--- src/gfd_pkg.sv ---
`timescale 1ns / 1ps
`default_nettype none

package gfd_pkg;

   // default widths of the sample and counter paths
   localparam int SampleWidthDef = 16;
   localparam int CountWidthDef  = 8;

   // fixed register field widths
   localparam int AxisWidth     = 2;
   localparam int ThrWidth      = 15;
   localparam int CfgCountWidth = 8;
   localparam int ZoneWidth     = 2;

   // csr port geometry
   localparam int AddrWidth = 5;
   localparam int DataWidth = 32;
   localparam int IdxWidth  = 3;

   // register indexes
   localparam logic [IdxWidth-1:0] REG_UP_AXIS     = 3'd0;
   localparam logic [IdxWidth-1:0] REG_UP_NEGATE   = 3'd1;
   localparam logic [IdxWidth-1:0] REG_THRESHOLD   = 3'd2;
   localparam logic [IdxWidth-1:0] REG_CONFIRM     = 3'd3;
   localparam logic [IdxWidth-1:0] REG_FLAT_LIMIT  = 3'd4;

   // register reset values
   localparam logic [AxisWidth-1:0]     ResetUpAxis    = 2'd0;
   localparam logic                     ResetUpNegate  = 1'b1;
   localparam logic [ThrWidth-1:0]      ResetThreshold = 15'd5734;
   localparam logic [CfgCountWidth-1:0] ResetConfirm   = 8'd4;
   localparam logic [CfgCountWidth-1:0] ResetFlatLimit = 8'd12;

   // axis codes
   localparam logic [AxisWidth-1:0] AXIS_X = 2'd0;
   localparam logic [AxisWidth-1:0] AXIS_Y = 2'd1;
   localparam logic [AxisWidth-1:0] AXIS_Z = 2'd2;

   // zone codes
   localparam logic [ZoneWidth-1:0] ZONE_UPRIGHT = 2'd0;
   localparam logic [ZoneWidth-1:0] ZONE_UPSIDE  = 2'd1;
   localparam logic [ZoneWidth-1:0] ZONE_DEAD    = 2'd2;
   localparam logic [ZoneWidth-1:0] ZONE_FAILED  = 2'd3;

   typedef struct packed {
      logic [AxisWidth-1:0]     up_axis;
      logic                     up_negate;
      logic [ThrWidth-1:0]      tilt_threshold;
      logic [CfgCountWidth-1:0] confirm_polls;
      logic [CfgCountWidth-1:0] flat_polls_limit;
   } cfg_type;

   typedef struct packed {
      logic                 flipped;
      logic                 changed;
      logic [ZoneWidth-1:0] zone;
   } result_type;

endpackage

`default_nettype wire

--- src/gravity_flip_detector.sv ---
// Orientation detector with debounce for a three-axis accelerometer.
// Input channel req_*: one poll per item, read_ok plus the x, y and z samples.
// Result channel rsp_*: one item per poll with flipped, changed and zone.
// Both channels use a valid/ready handshake; the csr port is APB-style with
// pready tied high and registers at byte addresses 0, 4, 8, 12 and 16.
// An item waits in the input register until the result register is free, is
// evaluated against the orientation state and lands in the result register,
// which drives rsp_valid.
// One item is taken every cycle while the
// receiver keeps rsp_ready high; the orientation state and both counters
// update in the same cycle an item is evaluated, so items may follow back to
// back.
// When rsp_ready is low the result register holds its item; the input register
// takes one more only if empty, then req_ready drops until the result drains.
// Reset is synchronous: both registers empty, orientation normal, counters
// cleared and the csr registers back at their defaults.
`timescale 1ns / 1ps
`default_nettype none

module gravity_flip_detector
   import gfd_pkg::*;
#(
   parameter int SAMPLE_WIDTH = SampleWidthDef,
   parameter int COUNT_WIDTH  = CountWidthDef
) (
   input  wire logic                           clock,
   input  wire logic                           reset,

   input  wire logic                           req_valid,
   output logic                                req_ready,
   input  wire logic                           req_read_ok,
   input  wire logic signed [SAMPLE_WIDTH-1:0] req_accel_x,
   input  wire logic signed [SAMPLE_WIDTH-1:0] req_accel_y,
   input  wire logic signed [SAMPLE_WIDTH-1:0] req_accel_z,

   output logic                                rsp_valid,
   input  wire logic                           rsp_ready,
   output logic                                rsp_flipped,
   output logic                                rsp_changed,
   output logic [ZoneWidth-1:0]                rsp_zone,

   input  wire logic                           psel,
   input  wire logic                           penable,
   input  wire logic                           pwrite,
   input  wire logic [AddrWidth-1:0]           paddr,
   input  wire logic [DataWidth-1:0]           pwdata,
   output logic      [DataWidth-1:0]           prdata,
   output logic                                pready
);

   cfg_type    cfg;
   result_type result;

   logic                           s1_valid_ff;
   logic                           s1_valid_in;
   logic                           s1_read_ok_ff;
   logic signed [SAMPLE_WIDTH-1:0] s1_x_ff;
   logic signed [SAMPLE_WIDTH-1:0] s1_y_ff;
   logic signed [SAMPLE_WIDTH-1:0] s1_z_ff;

   logic       rsp_valid_ff;
   logic       rsp_valid_in;
   result_type rsp_ff;

   logic req_take;
   logic out_free;
   logic advance;

   gfd_csr u_csr (
      .clock   (clock),
      .reset   (reset),
      .psel    (psel),
      .penable (penable),
      .pwrite  (pwrite),
      .paddr   (paddr),
      .pwdata  (pwdata),
      .prdata  (prdata),
      .pready  (pready),
      .cfg     (cfg)
   );

   gfd_tilt #(
      .SAMPLE_WIDTH (SAMPLE_WIDTH),
      .COUNT_WIDTH  (COUNT_WIDTH)
   ) u_tilt (
      .clock   (clock),
      .reset   (reset),
      .step    (advance),
      .cfg     (cfg),
      .read_ok (s1_read_ok_ff),
      .accel_x (s1_x_ff),
      .accel_y (s1_y_ff),
      .accel_z (s1_z_ff),
      .result  (result)
   );

   assign out_free    = ~rsp_valid_ff | rsp_ready;
   assign advance     = s1_valid_ff & out_free;
   assign req_ready   = ~s1_valid_ff | out_free;
   assign req_take    = req_valid & req_ready;
   assign s1_valid_in = req_take | (s1_valid_ff & ~advance);
   assign rsp_valid_in = advance | (rsp_valid_ff & ~rsp_ready);

   always_ff @(posedge clock) begin
      if (reset) begin
         s1_valid_ff  <= 1'b0;
         rsp_valid_ff <= 1'b0;
      end else begin
         s1_valid_ff  <= s1_valid_in;
         rsp_valid_ff <= rsp_valid_in;
      end
   end

   always_ff @(posedge clock) begin
      if (req_take) begin
         s1_read_ok_ff <= req_read_ok;
         s1_x_ff       <= req_accel_x;
         s1_y_ff       <= req_accel_y;
         s1_z_ff       <= req_accel_z;
      end
      if (advance) begin
         rsp_ff <= result;
      end
   end

   assign rsp_valid   = rsp_valid_ff;
   assign rsp_flipped = rsp_ff.flipped;
   assign rsp_changed = rsp_ff.changed;
   assign rsp_zone    = rsp_ff.zone;

`ifndef SYNTH
   // a change to flipped only comes from an upside-down reading
   a_flip_from_upside: assert property (@(posedge clock) disable iff (reset)
      rsp_valid_ff && rsp_ff.changed && rsp_ff.flipped |-> rsp_ff.zone == ZONE_UPSIDE)
      else $error("flip committed outside upside-down zone");

   // a change back to normal comes from an upright or a flat reading
   a_unflip_zone: assert property (@(posedge clock) disable iff (reset)
      rsp_valid_ff && rsp_ff.changed && !rsp_ff.flipped |->
         (rsp_ff.zone == ZONE_UPRIGHT || rsp_ff.zone == ZONE_DEAD))
      else $error("revert committed from wrong zone");

   // a failed read reaches the output as a failed zone and never changes state
   a_failed_read: assert property (@(posedge clock) disable iff (reset)
      advance && !s1_read_ok_ff |=> rsp_valid_ff && rsp_ff.zone == ZONE_FAILED
         && !rsp_ff.changed)
      else $error("failed read not reported as such");

   // the input register never drops an item it holds
   a_no_drop: assert property (@(posedge clock) disable iff (reset)
      s1_valid_ff && !advance |=> s1_valid_ff)
      else $error("held item lost from input register");
`endif

endmodule

`default_nettype wire

--- src/gfd_csr.sv ---
`timescale 1ns / 1ps
`default_nettype none

module gfd_csr
   import gfd_pkg::*;
(
   input  wire logic                 clock,
   input  wire logic                 reset,
   input  wire logic                 psel,
   input  wire logic                 penable,
   input  wire logic                 pwrite,
   input  wire logic [AddrWidth-1:0] paddr,
   input  wire logic [DataWidth-1:0] pwdata,
   output logic      [DataWidth-1:0] prdata,
   output logic                      pready,
   output cfg_type                   cfg
);

   cfg_type             cfg_ff;
   cfg_type             cfg_in;
   logic                wr_en;
   logic [IdxWidth-1:0] idx;

   assign pready = 1'b1;
   assign wr_en  = psel & penable & pwrite & pready;
   assign idx    = paddr[AddrWidth-1:2];

   always_comb begin
      cfg_in = cfg_ff;
      if (wr_en) begin
         unique case (idx)
            REG_UP_AXIS:    cfg_in.up_axis          = pwdata[AxisWidth-1:0];
            REG_UP_NEGATE:  cfg_in.up_negate        = pwdata[0];
            REG_THRESHOLD:  cfg_in.tilt_threshold   = pwdata[ThrWidth-1:0];
            REG_CONFIRM:    cfg_in.confirm_polls    = pwdata[CfgCountWidth-1:0];
            REG_FLAT_LIMIT: cfg_in.flat_polls_limit = pwdata[CfgCountWidth-1:0];
            default:        cfg_in = cfg_ff;
         endcase
      end
   end

   always_ff @(posedge clock) begin
      if (reset) begin
         cfg_ff.up_axis          <= ResetUpAxis;
         cfg_ff.up_negate        <= ResetUpNegate;
         cfg_ff.tilt_threshold   <= ResetThreshold;
         cfg_ff.confirm_polls    <= ResetConfirm;
         cfg_ff.flat_polls_limit <= ResetFlatLimit;
      end else begin
         cfg_ff <= cfg_in;
      end
   end

   always_comb begin
      unique case (idx)
         REG_UP_AXIS:    prdata = DataWidth'(cfg_ff.up_axis);
         REG_UP_NEGATE:  prdata = DataWidth'(cfg_ff.up_negate);
         REG_THRESHOLD:  prdata = DataWidth'(cfg_ff.tilt_threshold);
         REG_CONFIRM:    prdata = DataWidth'(cfg_ff.confirm_polls);
         REG_FLAT_LIMIT: prdata = DataWidth'(cfg_ff.flat_polls_limit);
         default:        prdata = '0;
      endcase
   end

   assign cfg = cfg_ff;

endmodule

`default_nettype wire

--- src/gfd_tilt.sv ---
`timescale 1ns / 1ps
`default_nettype none

module gfd_tilt
   import gfd_pkg::*;
#(
   parameter int SAMPLE_WIDTH = SampleWidthDef,
   parameter int COUNT_WIDTH  = CountWidthDef
) (
   input  wire logic                           clock,
   input  wire logic                           reset,
   input  wire logic                           step,
   input  wire cfg_type                        cfg,
   input  wire logic                           read_ok,
   input  wire logic signed [SAMPLE_WIDTH-1:0] accel_x,
   input  wire logic signed [SAMPLE_WIDTH-1:0] accel_y,
   input  wire logic signed [SAMPLE_WIDTH-1:0] accel_z,
   output result_type                          result
);

   // one spare bit so negating the most negative sample cannot overflow
   localparam int UpWidth  = (SAMPLE_WIDTH + 1 > ThrWidth + 1) ? SAMPLE_WIDTH + 1 : ThrWidth + 1;
   localparam int CmpWidth = (COUNT_WIDTH > CfgCountWidth) ? COUNT_WIDTH : CfgCountWidth;
   localparam logic [COUNT_WIDTH-1:0] CountMax = '1;

   logic                          flip_ff;
   logic                          flip_in;
   logic [COUNT_WIDTH-1:0]        pend_ff;
   logic [COUNT_WIDTH-1:0]        pend_in;
   logic [COUNT_WIDTH-1:0]        flat_ff;
   logic [COUNT_WIDTH-1:0]        flat_in;

   logic signed [SAMPLE_WIDTH-1:0] sel_sample;
   logic signed [UpWidth-1:0]      up_raw;
   logic signed [UpWidth-1:0]      up;
   logic signed [UpWidth-1:0]      thr_pos;
   logic signed [UpWidth-1:0]      thr_neg;
   logic                           above;
   logic                           below;
   logic [COUNT_WIDTH-1:0]         pend_inc;
   logic [COUNT_WIDTH-1:0]         flat_inc;
   logic                           pend_hit;
   logic                           flat_hit;

   always_comb begin
      case (cfg.up_axis)
         AXIS_X:  sel_sample = accel_x;
         AXIS_Y:  sel_sample = accel_y;
         AXIS_Z:  sel_sample = accel_z;
         default: sel_sample = '0;
      endcase
   end

   assign up_raw  = UpWidth'(sel_sample);
   assign up      = cfg.up_negate ? -up_raw : up_raw;
   assign thr_pos = signed'(UpWidth'(cfg.tilt_threshold));
   assign thr_neg = -thr_pos;
   assign above   = up > thr_pos;
   assign below   = up < thr_neg;

   // saturating increments
   assign pend_inc = (pend_ff == CountMax) ? pend_ff : pend_ff + 1'b1;
   assign flat_inc = (flat_ff == CountMax) ? flat_ff : flat_ff + 1'b1;
   assign pend_hit = CmpWidth'(pend_inc) >= CmpWidth'(cfg.confirm_polls);
   assign flat_hit = CmpWidth'(flat_inc) >= CmpWidth'(cfg.flat_polls_limit);

   always_comb begin
      flip_in        = flip_ff;
      pend_in        = pend_ff;
      flat_in        = flat_ff;
      result.changed = 1'b0;
      result.zone    = ZONE_FAILED;
      if (read_ok) begin
         if (above || below) begin
            result.zone = below ? ZONE_UPSIDE : ZONE_UPRIGHT;
            flat_in     = '0;
            if (below == flip_ff) begin
               pend_in = '0;
            end else if (pend_hit) begin
               pend_in        = '0;
               flip_in        = below;
               result.changed = 1'b1;
            end else begin
               pend_in = pend_inc;
            end
         end else begin
            result.zone = ZONE_DEAD;
            pend_in     = '0;
            if (flat_hit) begin
               // long enough flat: fall back to normal orientation
               flat_in        = '0;
               flip_in        = 1'b0;
               result.changed = flip_ff;
            end else begin
               flat_in = flat_inc;
            end
         end
      end
      result.flipped = flip_in;
   end

   always_ff @(posedge clock) begin
      if (reset) begin
         flip_ff <= 1'b0;
         pend_ff <= '0;
         flat_ff <= '0;
      end else if (step) begin
         flip_ff <= flip_in;
         pend_ff <= pend_in;
         flat_ff <= flat_in;
      end
   end

endmodule

`default_nettype wire
--- config.mk ---
export PLATFORM = sky130hd
export DESIGN_NAME = gravity_flip_detector
export DESIGN_NICKNAME = d
export VERILOG_FILES = /design/src/gfd_pkg.sv /design/src/gravity_flip_detector.sv /design/src/gfd_csr.sv /design/src/gfd_tilt.sv
export SDC_FILE = /design/constraint.sdc
export NUM_CORES = 1
export LEC_CHECK = 0
export BUFFER_PORTS_ARGS = -buffer_cell sky130_fd_sc_hd__buf_2
export CAP_MARGIN = 0
export CELL_PAD_IN_SITES_DETAIL_PLACEMENT = 1
export CELL_PAD_IN_SITES_GLOBAL_PLACEMENT = 1
export CORE_MARGIN = 10
export CORE_UTILIZATION = 47
export CTS_BUF_LIST = sky130_fd_sc_hd__clkbuf_4 sky130_fd_sc_hd__clkbuf_8
export CTS_CLUSTER_DIAMETER = 60
export DETAILED_ROUTE_END_ITERATION = 10
export GPL_TIMING_DRIVEN = 0
export HOLD_SLACK_MARGIN = 0.15
export PLACE_DENSITY = 0.87
export RECOVER_POWER = 25
export SYNTH_ARGS = -nofsm -noshare
export SYNTH_HDL_FRONTEND = slang
export SYNTH_SLANG_ARGS = --single-unit
--- constraint.sdc ---
create_clock -name clock -period 8.7 [get_ports clock]
set_input_delay 1.305 -clock clock [delete_from_list [all_inputs] [get_ports clock]]
set_output_delay 1.305 -clock clock [all_outputs]
set_load 0.005 [all_outputs]
# After elaboration in Yosys (flattened, before gate mapping)

Cells that the tools add are included.

$lt $le $gt $ge: 4
Bitwise operators: 14
Reductions and logical operators: 10
Add/sub/neg operators: 4
Equality and inequality tests: 9
Mux-type cells: 20

Operator list:

| cell                                          | number |
|---|---|
| case mux 15 bit (5 select lines)              | 1 |
| 2-to-1 mux 8 bit                              | 7 |
| case mux 16 bit (3 select lines)              | 1 |
| greater-than comparator 17 x 16 -> 1 bit      | 1 |
| less-than comparator 17 bit                   | 1 |
| 2-to-1 mux 17 bit                             | 1 |
| negator 15 -> 17 bit                          | 1 |
| negator 16 -> 17 bit                          | 1 |
| adder 8 x 1 -> 8 bit, second input constant   | 2 |
| == test 8 bit, second input constant          | 2 |
| >= comparator 8 bit                           | 2 |
| AND reduction 2 bit                           | 7 |
| 2-to-1 mux 1 bit                              | 9 |
| bitwise AND 1 bit                             | 6 |
| == test 3 x 2 -> 1 bit, second input constant | 2 |
| inverter 1 bit                                | 4 |
| OR 1 bit                                      | 4 |
| == test 3 x 1 -> 1 bit, second input constant | 1 |
| == test 3 bit, second input constant          | 1 |
| zero test 3 bit                               | 1 |
| 2-to-1 mux 3 bit                              | 1 |
| == test 2 x 1 -> 1 bit, second input constant | 1 |
| == test 2 bit, second input constant          | 1 |
| zero test 2 bit                               | 1 |
| 2 further kinds                               | 2 |

Output and inout bits: 39
Register bits: 106
Input port bits: 93

# Longest topological paths before layout

Depth after elaboration: 9
Mapped depth: 20

# Cells and area by module

Synthesis repeated with hierarchy kept, for this count alone.

Cells, all modules: 694
Area, all modules: 6,882.9 um^2

Modules (own cells, without submodules):

| module                | instances | area each (um^2) | cells an instance |
|---|---|---|---|
| gfd_tilt              | 1         | 3,349.5          | 429 |
| gfd_csr               | 1         | 1,838.0          | 202 |
| gravity_flip_detector | 1         | 1,695.4          | 63 |

# Least setup slack after synthesis

Ideal clock, no wire load.

Path type: register to register
Start: register u_csr.cfg_ff (netlist bit u_csr.cfg[32])
End: register rsp_ff (netlist bit rsp_flipped) (data pin)
Library setup time: 267 ps
Cell stages (with the launch flop): 20
Slack: 4,096 ps
Period minus slack after synthesis: 4,604 ps
Data arrival time: 4,337 ps
Cells stage by stage: dfxtp_1 buf_6 buf_4 mux2i_1 o2bb2ai_1 nor4_1 nand3_1 o21ai_0 xnor2_1 ha_1 and4_1 nand2_1 a21oi_1 a2111oi_0 or3_1 mux2i_1 or4_4 nand2_1 mux2i_1 a31oi_1

Cells in the longest elaborated chain, start to end: 9
Elaborated cells between the ends (all ways): 14
Those cells by class: 1 x add/sub; 2 x order compare; 3 x eq/ne; 6 x mux; 2 x reduce/logical

RTL lines:

| what                                              | RTL line                       | RTL |
|---|---|---|
| from (decl)                                       | gfd_csr.sv:19                  | `cfg_type cfg_ff;` |
| from (signal assigned)                            | gfd_csr.sv:50                  | `cfg_ff <= cfg_in;` |
| == test 2 bit, or another cell as far along       | gfd_tilt.sv:46                 | `case (cfg.up_axis)` |
| case mux 16 bit (3 select lines) (*)              | gfd_tilt.sv:46                 |  |
| negator 16 -> 17 bit                              | gfd_tilt.sv:55                 | `assign up = cfg.up_negate ? -up_raw : up_raw;` |
| 2-to-1 mux 17 bit (*)                             | gfd_tilt.sv:55                 |  |
| less-than comparator 17 bit                       | gfd_tilt.sv:59                 | `assign below = up < thr_neg;` |
| 2-to-1 mux 1 bit or == test 1 bit (tied branches) | gfd_tilt.sv:79, gfd_tilt.sv:77 |  |
| 2-to-1 mux 1 bit                                  | gfd_tilt.sv:77                 | `if (below == flip_ff) begin` |
| 2-to-1 mux 1 bit (*)                              | gfd_tilt.sv:74                 | `if (above \|\| below) begin` |
| 2-to-1 mux 1 bit (*)                              | gfd_tilt.sv:73                 | `if (read_ok) begin` |
| net u_tilt.flip_in                                | gfd_tilt.sv:27                 | `logic flip_in;` |
| to (signal assigned)                              | gravity_flip_detector.sv:122   | `rsp_ff <= result;` |
| to (decl)                                         | gravity_flip_detector.sv:63    | `result_type rsp_ff;` |

Mark *: on every way through the listed nets, which the timed path passes. The rest lies on a longest branch.
A chain may end at the register's enable or synchronous reset.

# Worst setup path in the final report

Start: register u_csr.cfg_ff (netlist bit u_csr.cfg[32])
End: register u_tilt.pend_ff[4]

Cells in the longest elaborated chain, start to end: 8
Elaborated cells between the ends (all ways): 12
Those cells by class: 1 x add/sub; 2 x order compare; 3 x eq/ne; 4 x mux; 2 x reduce/logical

RTL lines:

| what                                        | RTL line        | RTL |
|---|---|---|
| == test 2 bit, or another cell as far along | gfd_tilt.sv:46  |  |
| case mux 16 bit (3 select lines) (*)        | gfd_tilt.sv:46  |  |
| negator 16 -> 17 bit                        | gfd_tilt.sv:55  |  |
| 2-to-1 mux 17 bit (*)                       | gfd_tilt.sv:55  |  |
| less-than comparator 17 bit                 | gfd_tilt.sv:59  |  |
| == test 1 bit                               | gfd_tilt.sv:77  |  |
| 2-to-1 mux 8 bit                            | gfd_tilt.sv:77  |  |
| 2-to-1 mux 8 bit (*)                        | gfd_tilt.sv:74  |  |
| to (signal assigned)                        | gfd_tilt.sv:109 | `pend_ff <= pend_in;` |
| to (decl)                                   | gfd_tilt.sv:28  | `logic [COUNT_WIDTH-1:0] pend_ff;` |

Mark *: on every way between the ends. The rest lies on a longest branch, timed or not.

==> out/results.ini <==
[power_and_ir_drop]
ir_drop_mv = 0.107
power.density_nw_per_um2 = 134
clkPwrFrac_pct = 31.0
p_total_w = 0.000978
switching_share_pct = 27.2
p_int_w = 0.000712
power_switching_w = 0.000266
pwr-share-comb_pct = 12.9
pwr-share-seq_pct = 56.1
p_leak_nw = 2.99

[sta]
slew_viol_final = 0
slew_headroom_pct = 33.7
rsz0062_at_grt = no
whs_ns = 0.495
fin_worst_skew_ns = 0.0135
setup-violations-final = 0
fin_crit_sh_pct = 69.5
min_period_ns = 6.04
max_freq_mhz = 165
hold_viol = 0
tightest_slew_ns = 0.991
fin_tns_setup_ns = 0

[grt]
grt_overflow = 0
grt_pass1_wl_um = 29600
grt_start_max_net_pins = 42
antenna_found_initial = 0
grt_pass1_vias = 5772
grt.total_usage_pct = 20.1

[clock_network]
root_buffer = clkbuf_8
cts_hold_buf = 0
clk_pin_slew_ns = 0.11
cts_setup_buffers = 0
h-tree-depth = 3
cts_buffers = 9
cts_tree = yes
clkLatencyLatePin_ns = 0.39
clock_sinks = 106
clk_path_buf_depth = 2
ctsResizeCount = 0

[detailed_routing]
routedWlPerCell_um = 19.2
wl_um = 18400
initialDrtViolationCount = 364
vias = 5350
vias_per_cell = 5.60
drc = 0
first_pass_iters = 4
ant_nets = 0

[setup_path]
crit_family = simple AND/OR/NAND/NOR gates
cp_slowest_cell = mux2i_1
worstSetupEndpointType = flop
worst_path_most_repeated_cell = mux2i_1
worstPathRequired_ns = 9.03
criticalPathCategory = flop to flop
cp_cell_sequence = buf_6 -> buf_4 -> mux2i_1 -> o2bb2ai_1 -> nor4_1 -> nand3_1 -> nor3_1 -> a21oi_1 -> mux2i_1 -> inv_1 -> ha_1 -> nand4_1 -> nor2_1 -> o31ai_1 -> a41oi_1 -> nor3_1 -> mux2i_1 -> nand2b_1 -> a21oi_1 -> a32o_1
slowest_delay_ns = 0.73
start_kind = flop
critical_path_arrival_ns = 6.38
crit_fanout = 10
crit_buf_inv = 3

[synth]
synth_edf_count = 53
synth.most_common_cell = nand2_1
synthCells = 655
synth_top_area_share_pct = 25.1
yosys_warnings = 0
syn-cell-area_um2 = 6340
synth_area_per_cell_um2 = 9.68
synth-seq-cells = 106
synth_common_cells = nand2_1 (70), dfxtp_1 (53), edfxtp_1 (53)
seq_area_frac_synth_pct = 41.8
synth_top_flop_cell = edfxtp_1
synth_top_area_cell = edfxtp_1
synth-async-reset-ratio_pct = 0
synth_area_leaders = edfxtp_1 (25%), dfxtp_1 (17%), ha_1 (9.7%)
post_synth_num_cell_types = 59

[cells_and_area]
final_area_um2 = 7280
syn2layout_area_growth_pct = 14.8
seqCellArea_um2 = 2650
multi_input_area_um2 = 3380
utilization_pct = 54.9
n_antenna_cell = 0
finalNetCount = 916
final_layout_size_suffix_gt1_share_pct = 18.1
fill_cells = 1576

[floorplanning]
die_h_um = 136
core-area_um2 = 13200
top_level_ports = 132
initial_utilization_pct = 47.9
design.die.area_um2 = 18500
num_rows = 42
die_width_um = 136

[placed_design]
post-dp-hpwl_um = 14800
place_area_um2 = 7100
gp_congestion = 0.888
port-buffer-count = 91

[status]
status = complete, no violations

[job]
drv_cap = 0

[min_path]
hold_class = flop to flop

cells in the final DEF, fill, tap and decap left out, types with 4 or more instances in the layout:
cell type,Yosys,final
nor3_1,14,14
a21oi_1,41,41
and2_1,8,7
a31oi_1,4,4
nor2_1,48,48
nand2b_1,8,8
edfxtp_1,53,53
o2bb2ai_1,6,6
clkbuf_1,18,20
nand2_1,70,70
a22o_1,6,6
and3_1,7,7
nand4_1,8,8
dfxtp_1,53,53
buf_2,2,91
clkbuf_8,0,10
a211o_1,9,9
o21ai_0,22,22
o31ai_1,5,5
o211ai_1,4,4
xnor2_1,31,31
buf_4,19,19
nor2b_1,8,8
conb_1,2,18
nor4_1,4,4
a21o_1,11,11
nand3_1,16,16
ha_1,49,49
a32o_1,6,6
mux2i_1,38,38
inv_1,35,35
state kept, by name, summed over array words and instances, names as in the netlist:
register / count
rsp_changed: 1
s1_read_ok_ff: 1
rsp_zone: 2
u_tilt.pend_ff: 8
s1_valid_ff: 1
rsp_flipped: 1
u_tilt.flat_ff: 8
rsp_valid: 1
s1_y_ff: 16
u_tilt.flip_ff: 1
s1_z_ff: 16
u_csr.cfg: 34
s1_x_ff: 16
kinds of logic after synthesis:
logic type	after synthesis	share of synthesized area, %
simple gates	210	16.0
xor+xnor	34	4.70
buf+inv	76	5.78
compound gates	136	15.0
fa+ha+maj	49	9.67
mux	42	6.89
flops	106	41.8
other cells	2	0.118
power by group through the flow:
stage / logic (W) / clock network, W / registers, W
global route: 0.000140 / 0.000328 / 0.000551
CTS: 0.000125 / 0.000308 / 0.000549
detailed placement: 0.000124 / 0 / 0.000561
global placement: 0.000114 / 0 / 0.000559
floorplan: 0.0000754 / 0 / 0.000558
finish: 0.000126 / 0.000303 / 0.000549
final cells by class:
class,instances,share of cell area (%)
tap,176,3.03
clock inverter,5,0.516
buffer,41,3.23
inverter,35,1.81
sequential,106,36.5
clock buffer,11,1.99
timing repair buffer,92,6.50
multi-input combinational,489,46.5
tightest hold or removal path, cell delays in order (launching register included):
cell and delay, ns:
dfxtp_1 0.34, nand2_1 0.06, a21oi_1 0.05
path summary, 6_finish.rpt:
path,startpoint,endpoint,slack [ns],depth (start not counted)
worst max-delay path,u_csr.cfg[32]$_SDFFE_PP0P_,u_tilt.pend_ff[4]$_SDFFE_PP0P_,2.66,20
worst min-delay path,u_csr.cfg[4]$_SDFFE_PP0P_,u_csr.cfg[4]$_SDFFE_PP0P_,0.49,2
worst max register to register,u_csr.cfg[32]$_SDFFE_PP0P_,u_tilt.pend_ff[4]$_SDFFE_PP0P_,2.66,20
worst min register to register,u_csr.cfg[4]$_SDFFE_PP0P_,u_csr.cfg[4]$_SDFFE_PP0P_,0.49,2
metrics by stage:
stage | std cells | setup slack, ns
2_1_floorplan | 671 | 4.10
3_3_place_gp | 938 | 3.11
3_5_place_dp | 939 | 2.70
4_1_cts | 955 | 2.66
5_1_grt | 955 | 2.20
6_report | 955 | 2.66
metal layers:
| layer | GRT usage [%] | wire (um) | vias up |
|---|---|---|---|
| li1 | - | - | 2566 |
| met1 | 22.5 | 7460 | 2584 |
| met2 | 35.3 | 9070 | 164 |
| met3 | 6.27 | 1420 | 36 |
| met4 | 6.80 | 412 | 0 |
| met5 | 0 | 0 | - |
Power figures use the tool's default switching activity.
